<file path="src/dttq_pkg.sv">
// ----------------------------------------------------------------------------
// dttq_pkg
// Shared constants, request codes and cell command type of the delta-list
// timer queue.
// ----------------------------------------------------------------------------
package dttq_pkg;

  localparam int QUEUE_DEPTH_DEF  = 16;
  localparam int DELAY_BITS_DEF   = 32;
  localparam int TASK_ID_BITS_DEF = 8;

  localparam int FUNC_W = 2;

  // request kinds
  localparam logic [FUNC_W-1:0] FUNC_TICK     = 2'd0;
  localparam logic [FUNC_W-1:0] FUNC_ADD      = 2'd1;
  localparam logic [FUNC_W-1:0] FUNC_DISPATCH = 2'd2;

  // cell operations
  localparam int OP_W = 2;
  localparam logic [OP_W-1:0] OP_HOLD   = 2'd0;
  localparam logic [OP_W-1:0] OP_TICK   = 2'd1;
  localparam logic [OP_W-1:0] OP_POP    = 2'd2;
  localparam logic [OP_W-1:0] OP_INSERT = 2'd3;

  typedef struct packed {
    logic [OP_W-1:0] op;
    logic            scan;
  } cell_cmd_t;

endpackage

</file>
<file path="src/dttq_cell.sv">
// ----------------------------------------------------------------------------
// dttq_cell
// One queue slot: holds delta, period and task id, shifts to its neighbors on
// pop and insert, and carries one stage of the running-deadline scan.
// ----------------------------------------------------------------------------
module dttq_cell #(
  parameter int DLY_W    = dttq_pkg::DELAY_BITS_DEF,
  parameter int ID_W     = dttq_pkg::TASK_ID_BITS_DEF,
  parameter int IDX_W    = 4,
  parameter int CELL_IDX = 0
) (
  input  logic                clk,
  input  dttq_pkg::cell_cmd_t cmd,
  input  logic                live,
  input  logic [DLY_W-1:0]    key,
  input  logic [IDX_W-1:0]    ins_pos,
  input  logic [DLY_W-1:0]    ins_delta,
  input  logic [DLY_W-1:0]    ins_period,
  input  logic [ID_W-1:0]     ins_id,
  input  logic [DLY_W-1:0]    left_delta,
  input  logic [DLY_W-1:0]    left_period,
  input  logic [ID_W-1:0]     left_id,
  input  logic [DLY_W-1:0]    right_delta,
  input  logic [DLY_W-1:0]    right_period,
  input  logic [ID_W-1:0]     right_id,
  output logic [DLY_W-1:0]    delta_q,
  output logic [DLY_W-1:0]    period_q,
  output logic [ID_W-1:0]     id_q,
  input  logic [DLY_W-1:0]    cum_in,
  input  logic [DLY_W-1:0]    before_in,
  input  logic                found_in,
  input  logic [IDX_W-1:0]    pos_in,
  output logic [DLY_W-1:0]    cum_out,
  output logic [DLY_W-1:0]    before_out,
  output logic                found_out,
  output logic [IDX_W-1:0]    pos_out
);

  localparam logic [IDX_W:0]   ME     = (IDX_W+1)'(CELL_IDX);
  localparam logic [IDX_W-1:0] ME_POS = IDX_W'(CELL_IDX);

  logic [DLY_W-1:0] delta_r, delta_nxt;
  logic [DLY_W-1:0] period_r, period_nxt;
  logic [ID_W-1:0]  id_r, id_nxt;
  logic [DLY_W-1:0] cum_r, cum_nxt;
  logic [DLY_W-1:0] before_r, before_nxt;
  logic             found_r, found_nxt;
  logic [IDX_W-1:0] pos_r, pos_nxt;
  logic [IDX_W:0]   pos_x;
  logic [DLY_W-1:0] sum;

  assign pos_x = {1'b0, ins_pos};
  assign sum   = cum_in + delta_r;

  always_comb begin
    delta_nxt  = delta_r;
    period_nxt = period_r;
    id_nxt     = id_r;
    case (cmd.op)
      dttq_pkg::OP_TICK: begin
        if (CELL_IDX == 0 && delta_r != '0) begin
          delta_nxt = delta_r - DLY_W'(1);
        end
      end
      dttq_pkg::OP_POP: begin
        delta_nxt  = right_delta;
        period_nxt = right_period;
        id_nxt     = right_id;
      end
      dttq_pkg::OP_INSERT: begin
        if (ME > pos_x) begin
          delta_nxt  = left_delta;
          period_nxt = left_period;
          id_nxt     = left_id;
          if (ME == pos_x + (IDX_W+1)'(1)) begin
            delta_nxt = left_delta - ins_delta;
          end
        end else if (ME == pos_x) begin
          delta_nxt  = ins_delta;
          period_nxt = ins_period;
          id_nxt     = ins_id;
        end
      end
      default: begin
      end
    endcase
  end

  // advance the running deadline until the first later entry is found
  always_comb begin
    cum_nxt    = cum_r;
    before_nxt = before_r;
    found_nxt  = found_r;
    pos_nxt    = pos_r;
    if (cmd.scan) begin
      cum_nxt    = cum_in;
      before_nxt = before_in;
      found_nxt  = found_in;
      pos_nxt    = pos_in;
      if (!found_in && live) begin
        before_nxt = cum_in;
        cum_nxt    = sum;
        if (key < sum) begin
          found_nxt = 1'b1;
          pos_nxt   = ME_POS;
        end
      end
    end
  end

  always_ff @(posedge clk) begin
    delta_r  <= delta_nxt;
    period_r <= period_nxt;
    id_r     <= id_nxt;
    cum_r    <= cum_nxt;
    before_r <= before_nxt;
    found_r  <= found_nxt;
    pos_r    <= pos_nxt;
  end

  assign delta_q    = delta_r;
  assign period_q   = period_r;
  assign id_q       = id_r;
  assign cum_out    = cum_r;
  assign before_out = before_r;
  assign found_out  = found_r;
  assign pos_out    = pos_r;

endmodule

</file>
<file path="config.mk">
export PLATFORM = sky130hd
export DESIGN_NAME = dttq_cell
export DESIGN_NICKNAME = d
export VERILOG_FILES = /design/src/dttq_pkg.sv /design/src/dttq_cell.sv
export SDC_FILE = /design/constraint.sdc
export NUM_CORES = 1
export LEC_CHECK = 0
export ABC_CLOCK_PERIOD_IN_PS = 4600
export BUFFER_PORTS_ARGS = -buffer_cell sky130_fd_sc_hd__buf_2
export CAP_MARGIN = 20
export CORE_AREA = 2 2 183 185
export CTS_BUF_LIST = sky130_fd_sc_hd__clkbuf_16
export CTS_CLUSTER_DIAMETER = 150
export DETAILED_ROUTE_END_ITERATION = 8
export DIE_AREA = 0 0 185 187
export PLACE_DENSITY_LB_ADDON = 0.15
export REMOVE_ABC_BUFFERS = 1
export SETUP_SLACK_MARGIN = 0.4
export SLEW_MARGIN = 20
export SYNTH_ARGS = -nofsm -noshare
export SYNTH_HDL_FRONTEND = slang
export SYNTH_SLANG_ARGS = --single-unit
</file>
<file path="constraint.sdc">
create_clock -name clk -period 4.6 [get_ports clk]
set_clock_uncertainty 0.1 [all_clocks]
set_input_delay 0.92 -clock clk [delete_from_list [all_inputs] [get_ports clk]]
set_output_delay 0.92 -clock clk [all_outputs]
set_load 0.1 [all_outputs]
</file>
==> out/summary.txt, run 1 <==
STA
------------------------------------------------------------------------------------
Number of pins exceeding their max-slew limit in the final report .....            0
Final critical-path share of the clock period .........................        93.8%
Worst slew margin relative to its limit ...............................        29.6%
Shortest clock period the worst path allows after layout ..............      4.31 ns
RSZ-0062 raised after global routing ..................................         true
Final number of hold-violating endpoints ..............................            0
Final-report setup violation count ....................................            0
Fmax ..................................................................      232 MHz
Transition time at the pin with the least slew margin .................      1.06 ns

YOSYS
------------------------------------------------------------------------------------
Proportion of synthesized chip area in sequential cells ...............        46.9%
Gate count of the mapped netlist ......................................          878
Synth Cell Area ....................................................... 0.00903 mm^2
Cell taking the most area after synthesis ............................. sky130_fd_sc_hd__edfxtp_1
Most frequent cells after synthesis ................................... sky130_fd_sc_hd__nand2_1 (162), sky130_fd_sc_hd__edfxtp_1 (141), sky130_fd_sc_hd__a21oi_1 (72), sky130_fd_sc_hd__ha_1 (63), sky130_fd_sc_hd__nor2_1 (60)
Count of warnings emitted by yosys ....................................            0
Ranking of synthesized cells by area .................................. sky130_fd_sc_hd__edfxtp_1 (47%), sky130_fd_sc_hd__ha_1 (8.7%), sky130_fd_sc_hd__nand2_1 (6.7%)
Main flop type after synthesis ........................................ sky130_fd_sc_hd__edfxtp_1
Synthesized flop and latch total ......................................          141
Portion of synthesized cell area occupied by the leading cell type ....        46.9%
Number of flops mapped to enable cells by yosys .......................          141
Avg Synthesized Cell Area .............................................    10.3 um^2
Number of library cell types mapped by synthesis ......................           55
Share of flip-flops with an asynchronous set or reset after synthesis .           0%
Most frequent cell after synthesis .................................... sky130_fd_sc_hd__nand2_1

WORST SETUP PATH
------------------------------------------------------------------------------------
Arrival time reported for the critical path endpoint ..................      4.40 ns
Critical path launch point type ....................................... primary input
WS Path Type .......................................................... primary input to flop
Critical register-to-register path startpoint ......................... delta_q[1]$_DFFE_PP_
CP max FO .............................................................            5
R2r setup slk .........................................................      0.33 ns
R2r worst-path depth ..................................................           17
Endpoint type of the worst setup path .................................         flop
Worst r2r dst ......................................................... pos_out[2]$_DFFE_PP_
Required time at the worst-slack endpoint .............................      4.69 ns

OUTCOME
------------------------------------------------------------------------------------
Result of the run .....................................................    completed

CLOCK NETWORK
------------------------------------------------------------------------------------
Number of buffers added by the clock tree synthesis step ..............           17
Level count of the clock H-tree .......................................            4
Clock insertion delay at the later pin of the skew report .............      0.44 ns
Bufs on Longest Clock Path ............................................            2
CTS hold repair buffers ...............................................            0
CTS clock-pin slew for the worst setup and hold paths .................      0.07 ns
CTS sink cnt ..........................................................          141
Cell at the root of the clock tree .................................... sky130_fd_sc_hd__clkbuf_16
Clock tree from TritonCTS .............................................        built

POWER
------------------------------------------------------------------------------------
Switching portion of total power ......................................        40.1%
Internal power of the cells ...........................................      3.16 mW
PD cells ..............................................................  393 mW/mm^2
Power share of the combinational group ................................        40.3%
Cell leakage power ....................................................      6.15 nW
Net switching power of the design .....................................      2.11 mW
Sequential group share of total power .................................        30.6%
Fraction of power consumed by the clock network .......................        29.2%
Worst VDD drop ........................................................     0.246 mV

FINISH
------------------------------------------------------------------------------------
Final Util ............................................................        40.8%
Layout Area Growth over Synthesis .....................................        48.6%
Number of filler cells placed in the layout ...........................         3334
Fin nets ..............................................................         1781
Area used by multi-input combinational logic .......................... 0.00494 mm^2
Final cell area excluding filler cells ................................  0.0134 mm^2
Footprint of the flip-flops and latches ............................... 0.00423 mm^2
Layout cell share with drive strength beyond 1 ........................        46.8%

MIN PATH
------------------------------------------------------------------------------------
Startpoint of the lowest-slack hold path .............................. delta_q[0]$_DFFE_PP_
Class of the worst hold path .......................................... flop to flop
Worst Hold Depth ......................................................            3
Endpoint of the worst hold-timing path ................................ cum_out[0]$_DFFE_PP_

GLOBAL ROUTING
------------------------------------------------------------------------------------
Number of global-route vias before repair .............................         8360
Maximum number of pins on one net before global-route repair ..........           70
Final global-route overflow total .....................................            0
Number of antenna violations at the first check in global routing .....            6
Gr usage total ........................................................        18.3%
Wire length of the first global-routing pass ..........................      47.6 mm

ROUTING
------------------------------------------------------------------------------------
Number of detailed-route iterations in the first pass .................            4
Remaining number of nets flagged by the antenna check after routing ...            0
Overall routed net length .............................................      32.2 mm
1st-iter DRT viols ....................................................          417
Average via count per standard cell ...................................         4.55
Average wire length per cell after detail routing .....................      17.4 um
Vias after detailed routing ...........................................         8440
DRC violations left ...................................................            0

FLOORPLAN
------------------------------------------------------------------------------------
Die width .............................................................       185 um
Count of pins on the block boundary ...................................          467
Effective utilization at floorplan ....................................        27.5%
Die Outline Area ......................................................  0.0346 mm^2
Core footprint ........................................................  0.0329 mm^2
Die outline height ....................................................       187 um
Number of standard-cell rows in the floorplan .........................           67

PLACED DESIGN
------------------------------------------------------------------------------------
HPWL Detailed .........................................................      25.6 mm
Area post-placement ...................................................  0.0123 mm^2
Final Wtd Congestion ..................................................        0.825
Number of buffer cells added on primary ports .........................          394

FLOW RUN
------------------------------------------------------------------------------------
Max-cap violations ....................................................            0

==> what timing repair did <==
item,4_1_cts,5_1_grt
pin swaps,35,18
setup buffers,15,7
hold endpoints to repair,0,0
endpoints found under the setup margin,5,5
gates resized for setup,49,14
==> how the worst max path moves through the flow <==
stage | from | slack (ns) | to
6_report | cum_in[6] | 0.29 | pos_out[2]$_DFFE_PP_
5_1_grt | cum_in[1] | 0.11 | pos_out[2]$_DFFE_PP_
4_1_cts | cum_in[1] | 0.29 | pos_out[2]$_DFFE_PP_
3_5_place_dp | cum_in[0] | -0.64 | pos_out[2]$_DFFE_PP_
3_3_place_gp | cum_in[0] | -0.55 | pos_out[3]$_DFFE_PP_
2_1_floorplan | ins_pos[3] | -0.36 | delta_q[0]$_DFFE_PP_
==> per-layer routing <==
| metal | up-vias | global-route usage (%) | wire (um) |
|---|---|---|---|
| li1 | 4244 | - | - |
| met1 | 3879 | 23.8 | 14400 |
| met2 | 281 | 31.0 | 15500 |
| met3 | 30 | 3.41 | 1710 |
| met4 | 6 | 5.01 | 576 |
| met5 | - | 0 | 33 |
==> worst max-delay path: stages <==
cell and delay [ns]:
sky130_fd_sc_hd__buf_2 0.12, sky130_fd_sc_hd__ha_4 0.22, sky130_fd_sc_hd__buf_6 0.12, sky130_fd_sc_hd__a21oi_2 0.11, sky130_fd_sc_hd__o21a_1 0.15, sky130_fd_sc_hd__nand2_1 0.09
sky130_fd_sc_hd__buf_4 0.15, sky130_fd_sc_hd__nor2_2 0.07, sky130_fd_sc_hd__o21ai_1 0.07, sky130_fd_sc_hd__xnor2_1 0.26, sky130_fd_sc_hd__ha_1 0.29, sky130_fd_sc_hd__a21o_1 0.17
sky130_fd_sc_hd__a21o_1 0.18, sky130_fd_sc_hd__a21o_1 0.16, sky130_fd_sc_hd__a221o_1 0.31, sky130_fd_sc_hd__a31oi_1 0.14, sky130_fd_sc_hd__o211ai_1 0.21, sky130_fd_sc_hd__a2111o_1 0.49
sky130_fd_sc_hd__and2_1 0.17
==> stage by stage <==
| step | setup WS, ns | hold slack [ns] | TNS (ns) | power (mW) | cells |
|---|---|---|---|---|---|
| global placement | -0.551 | 0.600 | -2.55 | 3.63 | 1798 |
| detailed placement | -0.638 | 0.592 | -2.96 | 3.64 | 1798 |
| CTS | 0.289 | 0.623 | 0 | 5.30 | 1845 |
| global route | 0.110 | 0.645 | 0 | 5.53 | 1854 |
| floorplan | -0.358 | 0.932 | -11.44 | 3.00 | 844 |
| finish | 0.286 | 0.640 | 0 | 5.28 | 1854 |
==> cell type report <==
cell class / instances / share of cell area, %
Timing Repair Buffer: 528 / 22.4
Multi-Input combinational cell: 692 / 36.8
Sequential cell: 141 / 31.5
Tap cell: 448 / 4.18
Inverter: 11 / 0.308
Clock inverter: 15 / 1.56
Antenna cell: 2 / 0.0373
Clock buffer: 17 / 3.17
==> state kept, by name, summed over array words and instances, names as in the netlist <==
name        count
id_q            8
cum_out        32
pos_out         4
period_q       32
found_out       1
before_out     32
delta_q        32
==> cells by family (layout without fill, tap and decap cells) <==
group / after synthesis / after routing / share of synthesized area, %
xor gates and xnor gates: 58 / 58 / 5.62
buffers and inverters: 45 / 571 / 2.13
muxes: 75 / 75 / 8.87
other: 0 / 2 / 0
and+or+nand+nor: 314 / 314 / 15.7
AOI/OAI and AO/OA: 181 / 181 / 11.8
adders and majority gates: 64 / 64 / 8.95
DFF: 141 / 141 / 46.9
==> cell usage in the layout (no fill, tap or decap), types with 4 or more instances in the layout <==
cell type / instances
sky130_fd_sc_hd__bufinv_16: 4
sky130_fd_sc_hd__nand3_1: 17
sky130_fd_sc_hd__nand4_1: 12
sky130_fd_sc_hd__inv_6: 5
sky130_fd_sc_hd__nor2_1: 56
sky130_fd_sc_hd__o21a_1: 9
sky130_fd_sc_hd__nand2b_1: 6
sky130_fd_sc_hd__nand2_1: 158
sky130_fd_sc_hd__and3_1: 7
sky130_fd_sc_hd__nor2_2: 4
sky130_fd_sc_hd__buf_4: 133
sky130_fd_sc_hd__nor2b_1: 7
sky130_fd_sc_hd__o21ai_1: 4
sky130_fd_sc_hd__a31oi_1: 6
sky130_fd_sc_hd__o21ai_0: 44
sky130_fd_sc_hd__ha_1: 53
sky130_fd_sc_hd__mux2_2: 40
sky130_fd_sc_hd__clkbuf_16: 17
sky130_fd_sc_hd__xor2_1: 32
sky130_fd_sc_hd__nand2_2: 4
sky130_fd_sc_hd__edfxtp_1: 141
sky130_fd_sc_hd__xnor2_1: 20
sky130_fd_sc_hd__a21oi_2: 8
sky130_fd_sc_hd__xnor2_2: 5
sky130_fd_sc_hd__nor3_1: 9
sky130_fd_sc_hd__ha_4: 9
sky130_fd_sc_hd__a21oi_1: 62
sky130_fd_sc_hd__mux2i_1: 35
sky130_fd_sc_hd__inv_1: 12
sky130_fd_sc_hd__nor4_1: 5
sky130_fd_sc_hd__a21o_1: 18
sky130_fd_sc_hd__and2_1: 6
sky130_fd_sc_hd__buf_2: 391
==> power groups by stage <==
stage | Sequential, mW | Clock (mW) | Combinational, mW
final | 1.61 | 1.54 | 2.12
after floorplan | 2.43 | 0 | 0.572
after global routing | 1.63 | 1.63 | 2.28
after CTS | 1.61 | 1.58 | 2.10
after detailed placement | 1.64 | 0 | 2.00
after global placement | 1.64 | 0 | 1.99
(Power assumes the default switching activity.)
==> inputs of run 2 (changes only) <==
--- a/config.mk
+++ b/config.mk
@@ -5,7 +5,6 @@
 export SDC_FILE = /design/constraint.sdc
 export NUM_CORES = 1
 export LEC_CHECK = 0
-export ABC_CLOCK_PERIOD_IN_PS = 4600
 export BUFFER_PORTS_ARGS = -buffer_cell sky130_fd_sc_hd__buf_2
 export CAP_MARGIN = 20
 export CORE_AREA = 2 2 183 185
@@ -13,7 +12,7 @@
 export CTS_CLUSTER_DIAMETER = 150
 export DETAILED_ROUTE_END_ITERATION = 8
 export DIE_AREA = 0 0 185 187
-export PLACE_DENSITY_LB_ADDON = 0.15
+export PLACE_DENSITY = 0.62
 export REMOVE_ABC_BUFFERS = 1
 export SETUP_SLACK_MARGIN = 0.4
 export SLEW_MARGIN = 20
==> run 2 against run 1 <==
Compared with the run above:
- cell count is 1.4% lower
- final area is 2.0% lower
- routed wire length is 0.89% lower
- die area stayed put
- worst setup slack worse by 0.0084 ns
- clock-buffer cell count stayed put
- via count is 0.60% lower
- sequential power hardly changed
- global-route usage is 0.13 points lower
- clock power is 3% lower
- largest power group unchanged
==> out/summary.txt, run 2 (synthesis results as in run 1) <==
WORST SETUP PATH
----------------------------------------------------------------------------------
Arrival time reported for the critical path endpoint ................      4.40 ns
Required time at the worst-slack endpoint ...........................      4.68 ns
WS Path Type ........................................................ primary input to flop
Stage delay of the slowest cell on the critical path ................      0.47 ns
Critical path launch point type ..................................... primary input
Cells along the critical path ....................................... buf_8 -> ha_4 -> fa_2 -> a21oi_4 -> o21ai_2 -> nand3_1 -> a31o_4 -> a21oi_4 -> nor2_2 -> xor2_1 -> ha_1 -> nand2_1 -> nor3_2 -> a221o_1 -> a31oi_1 -> o211ai_1 -> a2111o_1 -> and2_1
Slowest CP cell ..................................................... sky130_fd_sc_hd__a2111o_1
R2r worst-path depth ................................................           16
Most numerous cell on the critical path ............................. sky130_fd_sc_hd__a21oi_4
R2r setup slk .......................................................      0.33 ns
CP max FO ...........................................................            5
Endpoint type of the worst setup path ...............................         flop
Critical register-to-register path startpoint ....................... delta_q[12]$_DFFE_PP_
Worst r2r dst ....................................................... pos_out[1]$_DFFE_PP_

POWER
----------------------------------------------------------------------------------
Net switching power of the design ...................................      2.06 mW
PD cells ............................................................  393 mW/mm^2
Internal power of the cells .........................................      3.11 mW
Power share of the combinational group ..............................        39.8%
Sequential group share of total power ...............................        31.3%
Worst VDD drop ......................................................     0.267 mV
Switching portion of total power ....................................        39.9%
Fraction of power consumed by the clock network .....................        28.9%
Cell leakage power ..................................................      5.99 nW

MIN PATH
----------------------------------------------------------------------------------
Endpoint of the worst hold-timing path .............................. delta_q[0]$_DFFE_PP_
Startpoint of the lowest-slack hold path ............................ delta_q[0]$_DFFE_PP_
Worst Hold Depth ....................................................            1
Class of the worst hold path ........................................ flop to flop

PLACED DESIGN
----------------------------------------------------------------------------------
Area post-placement .................................................  0.0121 mm^2
Final Wtd Congestion ................................................        0.869
Number of instances in the placed design ............................         1773
Worst slack after detailed placement ................................    -0.514 ns
HPWL Detailed .......................................................      25.4 mm
Number of buffer cells added on primary ports .......................          394

CLOCK NETWORK
----------------------------------------------------------------------------------
Clock insertion delay at the later pin of the skew report ...........      0.43 ns
Bufs on Longest Clock Path ..........................................            2
CTS sink cnt ........................................................          141
Level count of the clock H-tree .....................................            4
Cell at the root of the clock tree .................................. sky130_fd_sc_hd__clkbuf_16
CTS clock-pin slew for the worst setup and hold paths ...............      0.07 ns
Clock tree from TritonCTS ...........................................        built
Number of buffers added by the clock tree synthesis step ............           17

GLOBAL ROUTING
----------------------------------------------------------------------------------
Number of global-route vias before repair ...........................         8258
Wire length of the first global-routing pass ........................      47.0 mm
Gr usage total ......................................................        18.2%
Final global-route overflow total ...................................            0
Number of antenna violations at the first check in global routing ...           10
Maximum number of pins on one net before global-route repair ........           97

ROUTING
----------------------------------------------------------------------------------
Vias after detailed routing .........................................         8389
Number of detailed-route iterations in the first pass ...............            5
Average wire length per cell after detail routing ...................      17.5 um
Average via count per standard cell .................................         4.59
DRC violations left .................................................            0
Overall routed net length ...........................................      31.9 mm
Remaining number of nets flagged by the antenna check after routing .            0
1st-iter DRT viols ..................................................          397

STA
----------------------------------------------------------------------------------
RSZ-0062 raised after global routing ................................         true
Post-route setup slack ..............................................     0.277 ns
Aggregate negative setup slack ......................................         0 ns
Fmax ................................................................      231 MHz
Final critical-path share of the clock period .......................        94.0%
Number of pins exceeding their max-slew limit in the final report ...            0
Shortest clock period the worst path allows after layout ............      4.32 ns
Worst slew margin relative to its limit .............................        28.4%
Final-report setup violation count ..................................            0
Final number of hold-violating endpoints ............................            0
Transition time at the pin with the least slew margin ...............      1.07 ns

FLOW RUN
----------------------------------------------------------------------------------
Max-cap violations ..................................................            0

FINISH
----------------------------------------------------------------------------------
Most frequent cells in the layout ................................... sky130_fd_sc_hd__buf_2 (391), sky130_fd_sc_hd__nand2_1 (160), sky130_fd_sc_hd__edfxtp_1 (141)
Layout cell share with drive strength beyond 1 ......................        45.1%
Footprint of the flip-flops and latches ............................. 0.00423 mm^2
Fin nets ............................................................         1751
Number of non-filler instances in the completed layout ..............         1828
Final cell area excluding filler cells ..............................  0.0132 mm^2
Most common cell after layout, fill and taps aside .................. sky130_fd_sc_hd__buf_2
Area used by multi-input combinational logic ........................ 0.00490 mm^2
Layout Area Growth over Synthesis ...................................        45.6%
Number of filler cells placed in the layout .........................         3299

FLOORPLAN
----------------------------------------------------------------------------------
Count of pins on the block boundary .................................          467
Number of standard-cell rows in the floorplan .......................           67
Core footprint ......................................................  0.0329 mm^2
Die width ...........................................................       185 um
Die outline height ..................................................       187 um
Die Outline Area ....................................................  0.0346 mm^2
Effective utilization at floorplan ..................................        27.5%

OUTCOME
----------------------------------------------------------------------------------
Result of the run ...................................................    completed

run 2: per-layer routing:
metal / up-vias / track usage, % / share of wire [%]
li1: 4205 / - / -
met1: 3849 / 21.4 / 41
met2: 287 / 31.9 / 50
met3: 46 / 3.80 / 5.9
met4: 2 / 7.39 / 3.1
met5: - / 0 / 0.041
run 2: power by group through the flow:
stage          Sequential [mW]  Combinational, mW  Clock (mW)
4_1_cts                   1.62               2.03        1.54
3_5_place_dp              1.65               1.95           0
3_3_place_gp              1.64               1.92           0
6_report                  1.62               2.05        1.49
5_1_grt                   1.63               2.20        1.59
2_1_floorplan             2.43              0.572           0
run 2: timing repair:
item / in CTS / in global routing
gates resized for setup: 43 / 13
endpoints found under the setup margin: 5 / 5
pin swaps: 32 / 7
hold buffers: 0 / 0
buffers inserted: 12 / 5
run 2: worst max path at each step:
stage / startpoint / slack (ns) / endpoint / cells after the start
global route: cum_in[1] / 0.18 / pos_out[2]$_DFFE_PP_ / 17
CTS: cum_in[0] / 0.29 / pos_out[3]$_DFFE_PP_ / 18
detailed placement: cum_in[0] / -0.51 / pos_out[3]$_DFFE_PP_ / 17
finish: cum_in[0] / 0.28 / pos_out[1]$_DFFE_PP_ / 18
floorplan: ins_pos[3] / -0.36 / delta_q[0]$_DFFE_PP_ / 3
global placement: cum_in[0] / -0.46 / pos_out[0]$_DFFE_PP_ / 17
run 2: critical path, delay by kind of cell:
kind | cells | cell delay [ns]
compound gates | 8 | 1.67
xor+xnor | 1 | 0.27
fa+ha+maj | 3 | 0.86
buf+inv | 1 | 0.10
simple gates | 5 | 0.55
run 2: through the flow:
step | utilization, % | hold WS, ns | power, mW
floorplan | - | 0.932 | 3.00
global placement | 36.8 | 0.546 | 3.57
detailed placement | 36.8 | 0.544 | 3.59
CTS | 39.7 | 0.610 | 5.19
global route | 40.0 | 0.646 | 5.41
finish | 40.0 | 0.603 | 5.17
run 2: cell type report:
| type | instances | share of cell area, % |
|---|---|---|
| tap | 448 | 4.26 |
| clock inverter | 15 | 1.48 |
| multi-input combinational | 692 | 37.3 |
| timing repair buffer | 498 | 21.1 |
| antenna | 6 | 0.114 |
| sequential | 141 | 32.2 |
| clock buffer | 17 | 3.23 |
| inverter | 11 | 0.314 |
==> inputs of run 3 (changes only) <==
==> constraint.sdc (replaced) <==
create_clock -name clk -period 3.69 [get_ports clk]
set_clock_uncertainty 0.1 [all_clocks]
set_input_delay 0.738 -clock clk [delete_from_list [all_inputs] [get_ports clk]]
set_output_delay 0.738 -clock clk [all_outputs]
set_load 0.1 [all_outputs]
==> run 3 against run 2 <==
Compared with the run above:
- the run now ends with setup timing left
- routed wire length grew 1.8%
- sequential share of layout area is 0.72 points lower
- largest cell class unchanged
- combinational power rose by 27%
- critical path depth fell by 2
- first-iteration DRC count grew 7.1%
- register-to-register slack worse by 0.79 ns
- non-clock buffer count is 53 higher
==> out/summary.txt, run 3 (synthesis results as in run 1) <==
OUTCOME
----------------------------------------------------------------------------------
Result of the run ................................................... finished with violations
Violated checks ..................................................... setup timing

POWER
----------------------------------------------------------------------------------
Total power .........................................................      6.53 mW
PD cells ............................................................  486 mW/mm^2
Cell leakage power ..................................................      6.23 nW
Worst VDD drop ......................................................     0.325 mV

STA
----------------------------------------------------------------------------------
Fin Hold WS .........................................................     0.477 ns
Number of pins exceeding their max-slew limit in the final report ...            0
Fmax ................................................................      241 MHz
Worst slew margin relative to its limit .............................        33.0%
Final number of hold-violating endpoints ............................            0
Final critical-path share of the clock period .......................         113%
Final-report setup violation count ..................................            5
Shortest clock period the worst path allows after layout ............      4.15 ns
Transition time at the pin with the least slew margin ...............      1.00 ns
RSZ-0062 raised after global routing ................................         true
Post-route setup slack ..............................................    -0.464 ns

FLOORPLAN
----------------------------------------------------------------------------------
Core footprint ......................................................  0.0329 mm^2
Die width ...........................................................       185 um
Count of pins on the block boundary .................................          467
Die Outline Area ....................................................  0.0346 mm^2
Number of standard-cell rows in the floorplan .......................           67
Effective utilization at floorplan ..................................        27.5%
Die outline height ..................................................       187 um

WORST SETUP PATH
----------------------------------------------------------------------------------
Critical path launch point type .....................................         flop
Most numerous cell on the critical path ............................. sky130_fd_sc_hd__a21o_1
Stage delay of the slowest cell on the critical path ................      0.46 ns
Slowest CP cell ..................................................... sky130_fd_sc_hd__a2111o_1
Cells along the critical path ....................................... ha_1 -> a21o_1 -> nand4_1 -> a31oi_4 -> nor2_1 -> o21ai_1 -> xnor2_1 -> ha_1 -> a21o_1 -> a21o_1 -> a21o_1 -> a221o_1 -> a31oi_1 -> o211ai_1 -> a2111o_1 -> and2_1
CP max FO ...........................................................            5
Arrival time reported for the critical path endpoint ................      4.23 ns
WS Path Type ........................................................ flop to flop
Required time at the worst-slack endpoint ...........................      3.76 ns
Endpoint type of the worst setup path ...............................         flop

FINISH
----------------------------------------------------------------------------------
Final cell area excluding filler cells ..............................  0.0135 mm^2
Layout Area Growth over Synthesis ...................................        48.9%
Number of non-filler instances in the completed layout ..............         1880
Most frequent cells in the layout ................................... sky130_fd_sc_hd__buf_2 (393), sky130_fd_sc_hd__nand2_1 (160), sky130_fd_sc_hd__buf_4 (157)
Layout cell share with drive strength beyond 1 ......................        46.3%
Most common cell after layout, fill and taps aside .................. sky130_fd_sc_hd__buf_2
Fin nets ............................................................         1804

GLOBAL ROUTING
----------------------------------------------------------------------------------
Number of antenna violations at the first check in global routing ...           10
Number of global-route vias before repair ...........................         8424
Wire length of the first global-routing pass ........................      47.6 mm
Gr usage total ......................................................        18.3%
Maximum number of pins on one net before global-route repair ........           70
Final global-route overflow total ...................................            0

CLOCK NETWORK
----------------------------------------------------------------------------------
Level count of the clock H-tree .....................................            4
CTS sink cnt ........................................................          141
Number of buffers added by the clock tree synthesis step ............           17
CTS clock-pin slew for the worst setup and hold paths ...............      0.06 ns
Clock tree from TritonCTS ...........................................        built
Bufs on Longest Clock Path ..........................................            2
Clock insertion delay at the later pin of the skew report ...........      0.43 ns
Cell at the root of the clock tree .................................. sky130_fd_sc_hd__clkbuf_16

MIN PATH
----------------------------------------------------------------------------------
Class of the worst hold path ........................................ primary input to flop

ROUTING
----------------------------------------------------------------------------------
Overall routed net length ...........................................      32.5 mm
DRC violations left .................................................            0
Average wire length per cell after detail routing ...................      17.3 um
Average via count per standard cell .................................         4.61
1st-iter DRT viols ..................................................          425
Number of detailed-route iterations in the first pass ...............            5
Vias after detailed routing .........................................         8659
Remaining number of nets flagged by the antenna check after routing .            0

PLACED DESIGN
----------------------------------------------------------------------------------
Number of instances in the placed design ............................         1836
Worst slack after detailed placement ................................     -1.22 ns
Number of buffer cells added on primary ports .......................          394
Final Wtd Congestion ................................................        0.898
Area post-placement .................................................  0.0126 mm^2
HPWL Detailed .......................................................      26.5 mm

FLOW RUN
----------------------------------------------------------------------------------
Max-cap violations ..................................................            0

run 3: final timing paths:
| path | start | endpoint | slack, ns | cells after the start |
|---|---|---|---|---|
| hold / removal | before_in[29] | before_out[29]$_DFFE_PP_ | 0.48 | 3 |
| setup / recovery | delta_q[1]$_DFFE_PP_ | pos_out[0]$_DFFE_PP_ | -0.46 | 16 |
| setup reg to reg | delta_q[1]$_DFFE_PP_ | pos_out[0]$_DFFE_PP_ | -0.46 | 16 |
| hold reg to reg | delta_q[0]$_DFFE_PP_ | cum_out[0]$_DFFE_PP_ | 0.62 | 3 |
run 3: timing repair:
| action | CTS | global route |
|---|---|---|
| setup buffers | 4 | 3 |
| hold buffers | 0 | 0 |
| endpoints found under the setup margin | 38 | 29 |
| pin swaps | 17 | 17 |
| gates resized for setup | 21 | 16 |
run 3: through the flow:
| stage | TNS (ns) | util (%) |
|---|---|---|
| 3_5_place_dp | -5.92 | 38.3 |
| 2_1_floorplan | -44.11 | - |
| 3_3_place_gp | -5.30 | 38.3 |
| 6_report | -2.13 | 40.9 |
| 5_1_grt | -3.16 | 40.9 |
| 4_1_cts | -2.36 | 40.6 |
run 3: report_power, final:
group,internal (mW),switching [mW]
Sequential,1.94,0.0562
Combinational,0.831,1.78
Clock,1.20,0.728
run 3: area by class of cell:
cell class / instances / area (um^2)
fillers: 3238 / 19400
multi-input cells: 692 / 4800
flip-flops and latches: 141 / 4230
clock inverters: 15 / 218
diodes: 5 / 12.5
well taps: 448 / 561
inverters: 11 / 41.3
repair buffers: 551 / 3160
clock buffers: 17 / 425
run 3: per-layer routing:
| layer | up-vias | GRT usage, % | routed length [um] | part of all wire, % |
|---|---|---|---|---|
| met2 | 276 | 32.7 | 16300 | 50 |
| li1 | 4306 | - | - | - |
| met1 | 4016 | 21.9 | 13700 | 42 |
| met5 | - | 0 | 32 | 0.099 |
| met3 | 57 | 3.23 | 1580 | 4.9 |
| met4 | 4 | 6.59 | 913 | 2.8 |
run 3: critical path, delay by kind of cell (launching register included):
kind            cells  cell delay [ns]
simple gates        3             0.42
fa+ha+maj           2             0.60
xor+xnor            1             0.17
flops               1             0.43
compound gates     10             2.18
